[src/rtl/icr_pkg.sv]
// Shared types and constants for the impulse collision resolver.
`timescale 1ns / 1ps

package icr_pkg;

    localparam int POS_W  = 32;
    localparam int VEL_W  = 32;
    localparam int REST_W = 17;
    localparam int IM_W   = 32;
    localparam int DIF_W  = POS_W + 1;
    localparam int DMAG_W = POS_W;
    localparam int LEN_W  = 32;
    localparam int VN_W   = 34;
    localparam int MUL_W  = 34;
    localparam int DIV_W  = 64;
    localparam int DVS_W  = IM_W + 1;
    localparam int SQ_W   = 64;
    localparam int CAP_W  = 41;
    localparam logic [CAP_W-1:0] MAG_CAP = CAP_W'(64'h100_0000_0000);

    typedef struct packed {
        logic signed [POS_W-1:0] pos_x;
        logic signed [POS_W-1:0] pos_y;
        logic signed [POS_W-1:0] pos_z;
        logic signed [VEL_W-1:0] vel_x;
        logic signed [VEL_W-1:0] vel_y;
        logic signed [VEL_W-1:0] vel_z;
        logic [REST_W-1:0]       restitution;
        logic [IM_W-1:0]         inv_mass;
    } in_t;

    typedef struct packed {
        logic                    body_sel;
        logic signed [VEL_W-1:0] new_vel_x;
        logic signed [VEL_W-1:0] new_vel_y;
        logic signed [VEL_W-1:0] new_vel_z;
        logic                    impulse_applied;
        logic                    clipped;
        logic                    last_of_pair;
    } out_t;

    typedef enum logic [2:0] {
        MOP_SQ     = 3'd0,
        MOP_VN     = 3'd1,
        MOP_ONEPE  = 3'd2,
        MOP_IMP_LO = 3'd3,
        MOP_IMP_HI = 3'd4,
        MOP_DV_LO  = 3'd5,
        MOP_DV_HI  = 3'd6
    } mop_t;

    typedef struct packed {
        logic       load_first;
        logic       load_second;
        logic       diff;
        logic       mul_en;
        mop_t       mop;
        logic [1:0] idx;
        logic       body;
        logic       acc_clr;
        logic       sqrt_start;
        logic       div_start;
        logic       div_j;
        logic       take_len;
        logic       take_n;
        logic       take_vn;
        logic       take_j;
        logic       take_imp;
        logic       take_dv;
        logic       out_body;
    } cmd_t;

    typedef struct packed {
        logic skip;
        logic vn_pos;
        logic sqrt_done;
        logic div_done;
    } sts_t;

endpackage

[src/rtl/icr_ctrl.sv]
// Sequencer that steps the datapath through one pair resolution.
`timescale 1ns / 1ps

module icr_ctrl (
    input  logic          clk,
    input  logic          rst_n,
    input  logic          body_valid,
    output logic          body_stall,
    output logic          result_valid,
    input  logic          result_stall,
    input  icr_pkg::sts_t sts,
    output icr_pkg::cmd_t cmd
);
    import icr_pkg::*;

    typedef enum logic [12:0] {
        S_IDLE = 13'b0000000000001,
        S_DIFF = 13'b0000000000010,
        S_SQ   = 13'b0000000000100,
        S_SQRT = 13'b0000000001000,
        S_NDIV = 13'b0000000010000,
        S_VN   = 13'b0000000100000,
        S_JMUL = 13'b0000001000000,
        S_JDIV = 13'b0000010000000,
        S_IMP  = 13'b0000100000000,
        S_DV0  = 13'b0001000000000,
        S_DV1  = 13'b0010000000000,
        S_OUT0 = 13'b0100000000000,
        S_OUT1 = 13'b1000000000000
    } state_t;

    state_t     state_reg, state_next;
    logic [2:0] sub_reg, sub_next;
    logic [1:0] k_reg, k_next;
    logic       hf_reg, hf_next;

    always_ff @(posedge clk or negedge rst_n)
    begin
        if (!rst_n)
        begin
            state_reg <= S_IDLE;
            sub_reg   <= '0;
            k_reg     <= '0;
            hf_reg    <= 1'b0;
        end
        else
        begin
            state_reg <= state_next;
            sub_reg   <= sub_next;
            k_reg     <= k_next;
            hf_reg    <= hf_next;
        end
    end

    assign body_stall   = (state_reg != S_IDLE);
    assign result_valid = (state_reg == S_OUT0) || (state_reg == S_OUT1);

    always_comb
    begin
        state_next = state_reg;
        sub_next   = sub_reg;
        k_next     = k_reg;
        hf_next    = hf_reg;
        cmd        = '0;
        cmd.idx    = k_reg;
        case (state_reg)
            S_IDLE:
            begin
                if (body_valid)
                begin
                    if (!hf_reg)
                    begin
                        cmd.load_first = 1'b1;
                        hf_next        = 1'b1;
                    end
                    else
                    begin
                        cmd.load_second = 1'b1;
                        hf_next         = 1'b0;
                        state_next      = S_DIFF;
                    end
                end
            end
            S_DIFF:
            begin
                cmd.diff = 1'b1;
                sub_next = '0;
                k_next   = '0;
                state_next = sts.skip ? S_OUT0 : S_SQ;
            end
            S_SQ, S_VN:
            begin
                // Three products issued back to back; the sum settles through the product and accumulator registers.
                cmd.mop     = (state_reg == S_SQ) ? MOP_SQ : MOP_VN;
                cmd.idx     = sub_reg[1:0];
                cmd.mul_en  = (sub_reg < 3'd3);
                cmd.acc_clr = (sub_reg == 3'd0);
                sub_next    = sub_reg + 1'b1;
                if (sub_reg == 3'd4)
                begin
                    sub_next = '0;
                    if (state_reg == S_SQ)
                        state_next = S_SQRT;
                    else
                    begin
                        cmd.take_vn = 1'b1;
                        state_next  = sts.vn_pos ? S_OUT0 : S_JMUL;
                    end
                end
            end
            S_SQRT:
            begin
                if (sub_reg == 3'd0)
                begin
                    cmd.sqrt_start = 1'b1;
                    sub_next       = 3'd1;
                end
                else if (sts.sqrt_done)
                begin
                    cmd.take_len = 1'b1;
                    sub_next     = '0;
                    k_next       = '0;
                    state_next   = S_NDIV;
                end
            end
            S_NDIV:
            begin
                if (sub_reg == 3'd0)
                begin
                    cmd.div_start = 1'b1;
                    sub_next      = 3'd1;
                end
                else if (sts.div_done)
                begin
                    cmd.take_n = 1'b1;
                    sub_next   = '0;
                    if (k_reg == 2'd2)
                        state_next = S_VN;
                    else
                        k_next = k_reg + 1'b1;
                end
            end
            S_JMUL:
            begin
                cmd.mop     = MOP_ONEPE;
                cmd.mul_en  = (sub_reg == 3'd0);
                cmd.acc_clr = 1'b1;
                sub_next    = sub_reg + 1'b1;
                if (sub_reg == 3'd2)
                begin
                    sub_next   = '0;
                    state_next = S_JDIV;
                end
            end
            S_JDIV:
            begin
                cmd.div_j = 1'b1;
                if (sub_reg == 3'd0)
                begin
                    cmd.div_start = 1'b1;
                    sub_next      = 3'd1;
                end
                else if (sts.div_done)
                begin
                    cmd.take_j = 1'b1;
                    sub_next   = '0;
                    k_next     = '0;
                    state_next = S_IMP;
                end
            end
            S_IMP, S_DV0, S_DV1:
            begin
                // Low half then high half of a wide product, shifted and capped.
                cmd.body    = (state_reg == S_DV1);
                cmd.mul_en  = (sub_reg < 3'd2);
                cmd.acc_clr = (sub_reg == 3'd0);
                if (state_reg == S_IMP)
                    cmd.mop = (sub_reg == 3'd0) ? MOP_IMP_LO : MOP_IMP_HI;
                else
                    cmd.mop = (sub_reg == 3'd0) ? MOP_DV_LO : MOP_DV_HI;
                sub_next = sub_reg + 1'b1;
                if (sub_reg == 3'd3)
                begin
                    sub_next = '0;
                    if (state_reg == S_IMP)
                    begin
                        cmd.take_imp = 1'b1;
                        state_next   = S_DV0;
                    end
                    else if (state_reg == S_DV0)
                    begin
                        cmd.take_dv = 1'b1;
                        state_next  = S_DV1;
                    end
                    else
                    begin
                        cmd.take_dv = 1'b1;
                        if (k_reg == 2'd2)
                            state_next = S_OUT0;
                        else
                        begin
                            k_next     = k_reg + 1'b1;
                            state_next = S_IMP;
                        end
                    end
                end
            end
            S_OUT0:
            begin
                cmd.out_body = 1'b0;
                if (!result_stall)
                    state_next = S_OUT1;
            end
            S_OUT1:
            begin
                cmd.out_body = 1'b1;
                if (!result_stall)
                    state_next = S_IDLE;
            end
            default:
            begin
                state_next = S_IDLE;
            end
        endcase
    end

    a_no_input_while_output: assert property (@(posedge clk) disable iff (!rst_n)
        result_valid |-> body_stall)
        else $error("input taken while a result is pending");

    a_second_starts_pair: assert property (@(posedge clk) disable iff (!rst_n)
        (state_reg == S_IDLE && body_valid && hf_reg) |=> (state_reg == S_DIFF && !hf_reg))
        else $error("second body did not start a resolution");

    a_pair_ends_idle: assert property (@(posedge clk) disable iff (!rst_n)
        (state_reg == S_OUT1 && !result_stall) |=> (state_reg == S_IDLE && !hf_reg))
        else $error("pair did not end in idle with no held body");

endmodule

[config.mk]
export PLATFORM = sky130hd
export DESIGN_NAME = icr_ctrl
export DESIGN_NICKNAME = d
export VERILOG_FILES = /design/src/rtl/icr_pkg.sv /design/src/rtl/icr_ctrl.sv
export SDC_FILE = /design/constraint.sdc
export NUM_CORES = 1
export LEC_CHECK = 0
export ABC_AREA = 1
export BUFFER_PORTS_ARGS = -buffer_cell sky130_fd_sc_hd__buf_2
export CAP_MARGIN = 20
export CORE_ASPECT_RATIO = 1.4
export CORE_MARGIN = 2
export CORE_UTILIZATION = 50
export DETAILED_ROUTE_END_ITERATION = 8
export PLACE_DENSITY = 0.76
export REMOVE_ABC_BUFFERS = 1
export SLEW_MARGIN = 10
export SYNTH_ARGS = -nofsm -noshare
export SYNTH_HDL_FRONTEND = slang
export SYNTH_SLANG_ARGS = --single-unit
[constraint.sdc]
create_clock -name clk -period 1.8 [get_ports clk]
set_input_delay 0.36 -clock clk [delete_from_list [all_inputs] [get_ports clk]]
set_output_delay 0.36 -clock clk [all_outputs]
set_load 0.1 [all_outputs]
==> results of run 1 <==
==> logic make-up after synthesis <==
kind of cell / Yosys count
compound gates: 22
xor+xnor: 1
fa+ha+maj: 7
buf+inv: 45
flops: 19
simple gates: 165
==> per-stage QoR <==
stage | hold slack [ns] | utilization (%)
3_5_place_dp | 0.341 | 82.3
2_1_floorplan | 0.0644 | -
4_1_cts | 0.0596 | 94.6
3_3_place_gp | 0.330 | 82.3
==> what timing repair did <==
item | 4_1_cts
endpoints found under the setup margin | 40
resized for setup | 72
pin swaps | 24
buffers inserted | 19
hold endpoints to repair | 0
==> metrics.txt, run 1 <==
Synth cell types 28; Core Rows 25; pre-CTS WS -0.343 ns; Post-Syn Instances 259; largest family of logic cells by synthesized area simple AND/OR/NAND/NOR gates; clock buffer depth 2; Initial Util 51.3%; Clock Tree Root clkbuf_8; Die X ~53 µm; dominant cell type by area after synthesis dfrtp_1; post-synth design cell area 1700 µm²; cts hold-fix bufs 0; cts bufs inserted 3; Post-synth EDFFs 0; most common cell in the netlist nand2_1; top cell type's share of synthesized area a little over a quarter; die height 73.0 µm; Post-synth top cells nand2_1 (70), inv_1 (40), nor2_1 (35), nand3_1 (19), dfrtp_1 (18); grt repair worst endpoint cmd[17]; compound-cell area share of the yosys netlist 7.28%; CTS H-tree depth 1; largest net degree at the start of global routing 20; post-synthesis mux area share 0%; Post-synth ARST share between 90% and 100%; DPL Wire Length between 4000 and 5000 µm; Seq/Total Area, Yosys between 20% and 30%; dpl cells 396; Stop stage 5_1_grt; Mapped Avg Cell Area around 6.6 µm²; Yosys Warn Count 0; ys flop type dfrtp_1; Buffers on Ports 30; WEP type primary output; Synth Area in Simple Gates 48.2%; CTS Sinks 19; Top Ports 31; GPL Wtd Cong between 0.9 and 1; adder-cell share of the synthesized area 5.15%; Placed Area about 2700 µm²; stop err [ERROR DPL-0038] Utilization greater than 100%, impossible to legalize; Yosys reg bits 19; xor-xnor portion of the synthesized cell area 0.515%; synth top area cells dfrtp_1 (26%), nand2_1 (15%), inv_1 (8.8%); status stopped before the end
==> run 2, diff against run 1 <==
Settings changed: CORE_ASPECT_RATIO 1.4 to not set, CORE_UTILIZATION 50 to 40, PLACE_DENSITY 0.76 to not set, PLACE_DENSITY_LB_ADDON set to 0.15.
Clock period 1.8 ns to 2.3 ns, I/O delays scaled along.
==> metrics.txt, run 2 <==
status complete, but fails checks; failing checks setup timing; antenna violations before repair 0; share of layout cells above drive strength 1 43.5%; Max Cap Viol 0; crit start category flip-flop; wire per inst between 10 and 15 µm; setup TNS -1.05 ns; DR pass1 iterations 5; largest net degree at the start of global routing 20; cell depth of the worst flop-to-flop path 12; first-pass GRT wire length 8850 µm; Post-synth ARST share 100% (unchanged); DPL Wire Length 3760 µm (-16%); Initial Util 41.9% (-9.4 points); Buffers on Ports 30 (unchanged); DR vias/cell 4.94; cts hold-fix bufs 0 (unchanged); Critical R2R Launch state_reg[11]; ys flop type dfrtp_1; Slowest-stage cell, CP dfrtp_1; CTS H-tree depth 1 (unchanged); multi-input combinational cell area approximately 1300 µm²; Tmin final 2.47 ns; Nets around 350; Post-synth top cells nand2_1 (70), inv_1 (40), nor2_1 (35), nand3_1 (19), dfrtp_1 (18); top cell type's share of synthesized area 26.5% (unchanged); Top Ports 31 (unchanged); Crit path largest cell delay 0.41 ns; Final period util 107%; GPL Wtd Cong 0.879 (-8.3%); post-synth design cell area 1700 µm² (unchanged); Core ar. a little over 4000 µm²; 1st-iter DRT viols 155; Crit path required time ~1.8 ns; Final WS setup -0.172 ns; Seq/Total Area, Yosys 28.0% (unchanged); antenna fix cells 0; RSZ-0062 raised after global routing true; reg2reg end state_reg[6]; cell with the most instances on the worst path nand2_2; Remaining DRCs 0; Clock Tree Root clkbuf_8; Worst Max-Slew Pin Slew 0.489 ns; worst reg2reg setup slack ~0.17 ns; synth top area cells dfrtp_1 (26%), nand2_1 (15%), inv_1 (8.8%); Core Rows 23 (-8.0%); Rel. slew slack 67.6%; P_leak between 1 and 1.5 nW; Post-Syn Instances 259 (unchanged); CTS clk-pin slew, worst paths roughly 0.08 ns; Layout Skew 0.00217 ns; commonest non-fill, non-tap cell in the layout nand2_1; Vias approximately 1900; TritonCTS clock tree done; Crit Path Max Fanout 5; DRT antenna net count 0; Clock Latency Late Sink 0.26 ns; Final Slew Violations 0; global route overflow 0; Setup-failing EPs final 11; Hold WC Path Type input pin to asynchronous set/reset pin; cts bufs inserted 3 (unchanged); vias in the first global route 1872; clock buffer depth 2 (unchanged); die height 69.2 µm (-5.2%); peak supply drop 0.000577 V; Mapped Avg Cell Area 6.57 µm² (unchanged); PwrDens 780 nW/µm²; most common cell in the netlist nand2_1; Final Hold Fails 0; fill cell count 301; Yosys Warn Count 0 (unchanged); Crit Path Class flip-flop to output port; commonest cells after routing, fill and taps aside nand2_1 (65), buf_4 (39), inv_1 (33), nor2_1 (25), buf_12 (19); Post-synth EDFFs 0 (unchanged); CP arrival 2.01 ns; Syn-to-layout area delta 69.1%; total track usage a little under a quarter; Yosys reg bits 19 (unchanged); CTS Sinks 19 (unchanged); max FFs per register 13; Fmax achieved 405 MHz; CP Capture Type output port; Synth cell types 28 (unchanged); PnR Total Power 2.24 mW; Die Footprint 4790 µm²; register area 478 µm²; DRT Wirelength 5520 µm; crit-path cells nor2_4 -> nand2_2 -> nor2_4 -> nand2_2 -> nand2_4 -> nand2_2 -> a211o_1 -> o21ai_2 -> clkbuf_16; Die X 69.2 µm (+30%); dominant cell type by area after synthesis dfrtp_1
-- run 2: cell counts after synthesis --
Identical to the previous run, type by type.
-- run 2: kinds of logic after synthesis --
| kind of cell | count (synthesis) | share of synthesized area (%) |
|---|---|---|
| and+or+nand+nor | 165 | 48.2 |
| buffers and inverters | 45 | 10.8 |
| AOI/OAI and AO/OA | 22 | 7.28 |
| DFF | 19 | 28.0 |
| adders and majority gates | 7 | 5.15 |
| xor gates and xnor gates | 1 | 0.515 |
-- run 2: area by class of cell --
cell class,instances,share of cell area (%)
sequential,19,16.6
inverter,43,5.96
clock buffer,4,1.57
tap,50,2.17
multi-input combinational,195,43.8
timing repair buffer,77,29.9
-- run 2: where the power goes --
| part | internal (mW) | switching, mW | total, mW |
|---|---|---|---|
| Clock | 0.124 | 0.124 | 0.247 |
| Combinational | 0.486 | 1.05 | 1.54 |
| Sequential | 0.397 | 0.0611 | 0.458 |
| Total | 1.01 | 1.24 | 2.24 |
-- run 2: worst max-delay path: cells and delay by family, from the launching register on --
kind,cells,cell delay (ns)
simple gates,6,0.75
compound gates,2,0.36
flops,1,0.41
buf+inv,1,0.23
-- run 2: worst max path at each step --
stage                  start  endpoint  cells after the start
3_5_place_dp    state_reg[5]   cmd[17]                      9
2_1_floorplan   state_reg[5]   cmd[15]                      7
5_1_grt        state_reg[12]   cmd[17]                      9
4_1_cts        state_reg[10]   cmd[17]                      9
3_3_place_gp    state_reg[0]    cmd[6]                     11
6_report       state_reg[11]   cmd[17]                      9
-- run 2: metrics by stage --
step | cell area [µm²] | instances | utilization, % | setup WS [ns] | hold WS, ns
after global routing | 2880 | 388 | 70.9 | -0.260 | 0.168
final | 2880 | 388 | 70.9 | -0.172 | 0.136
after detailed placement | 2370 | 359 | 58.5 | 0.0314 | 0.436
after global placement | 2370 | 359 | 58.5 | 0.0368 | 0.437
after CTS | 2670 | 379 | 65.7 | -0.238 | 0.157
after floorplan | 1680 | 257 | - | -1.53 | 0.164
-- run 2: metal layers --
| metal | vias to the layer above | global-route usage, % | routed length (µm) |
|---|---|---|---|
| li1 | 967 | - | - |
| met3 | 10 | 4.07 | 296 |
| met5 | - | 0 | 0 |
| met1 | 869 | 29.3 | 2440 |
| met4 | 0 | 4.58 | 80 |
| met2 | 72 | 39.0 | 2700 |
-- run 2: repair_timing --
action	in CTS	in global routing
buffers inserted	17	10
pin swaps	19	19
gates resized for setup	36	42
endpoints found under the setup margin	16	20
(Power assumes the default switching activity.)
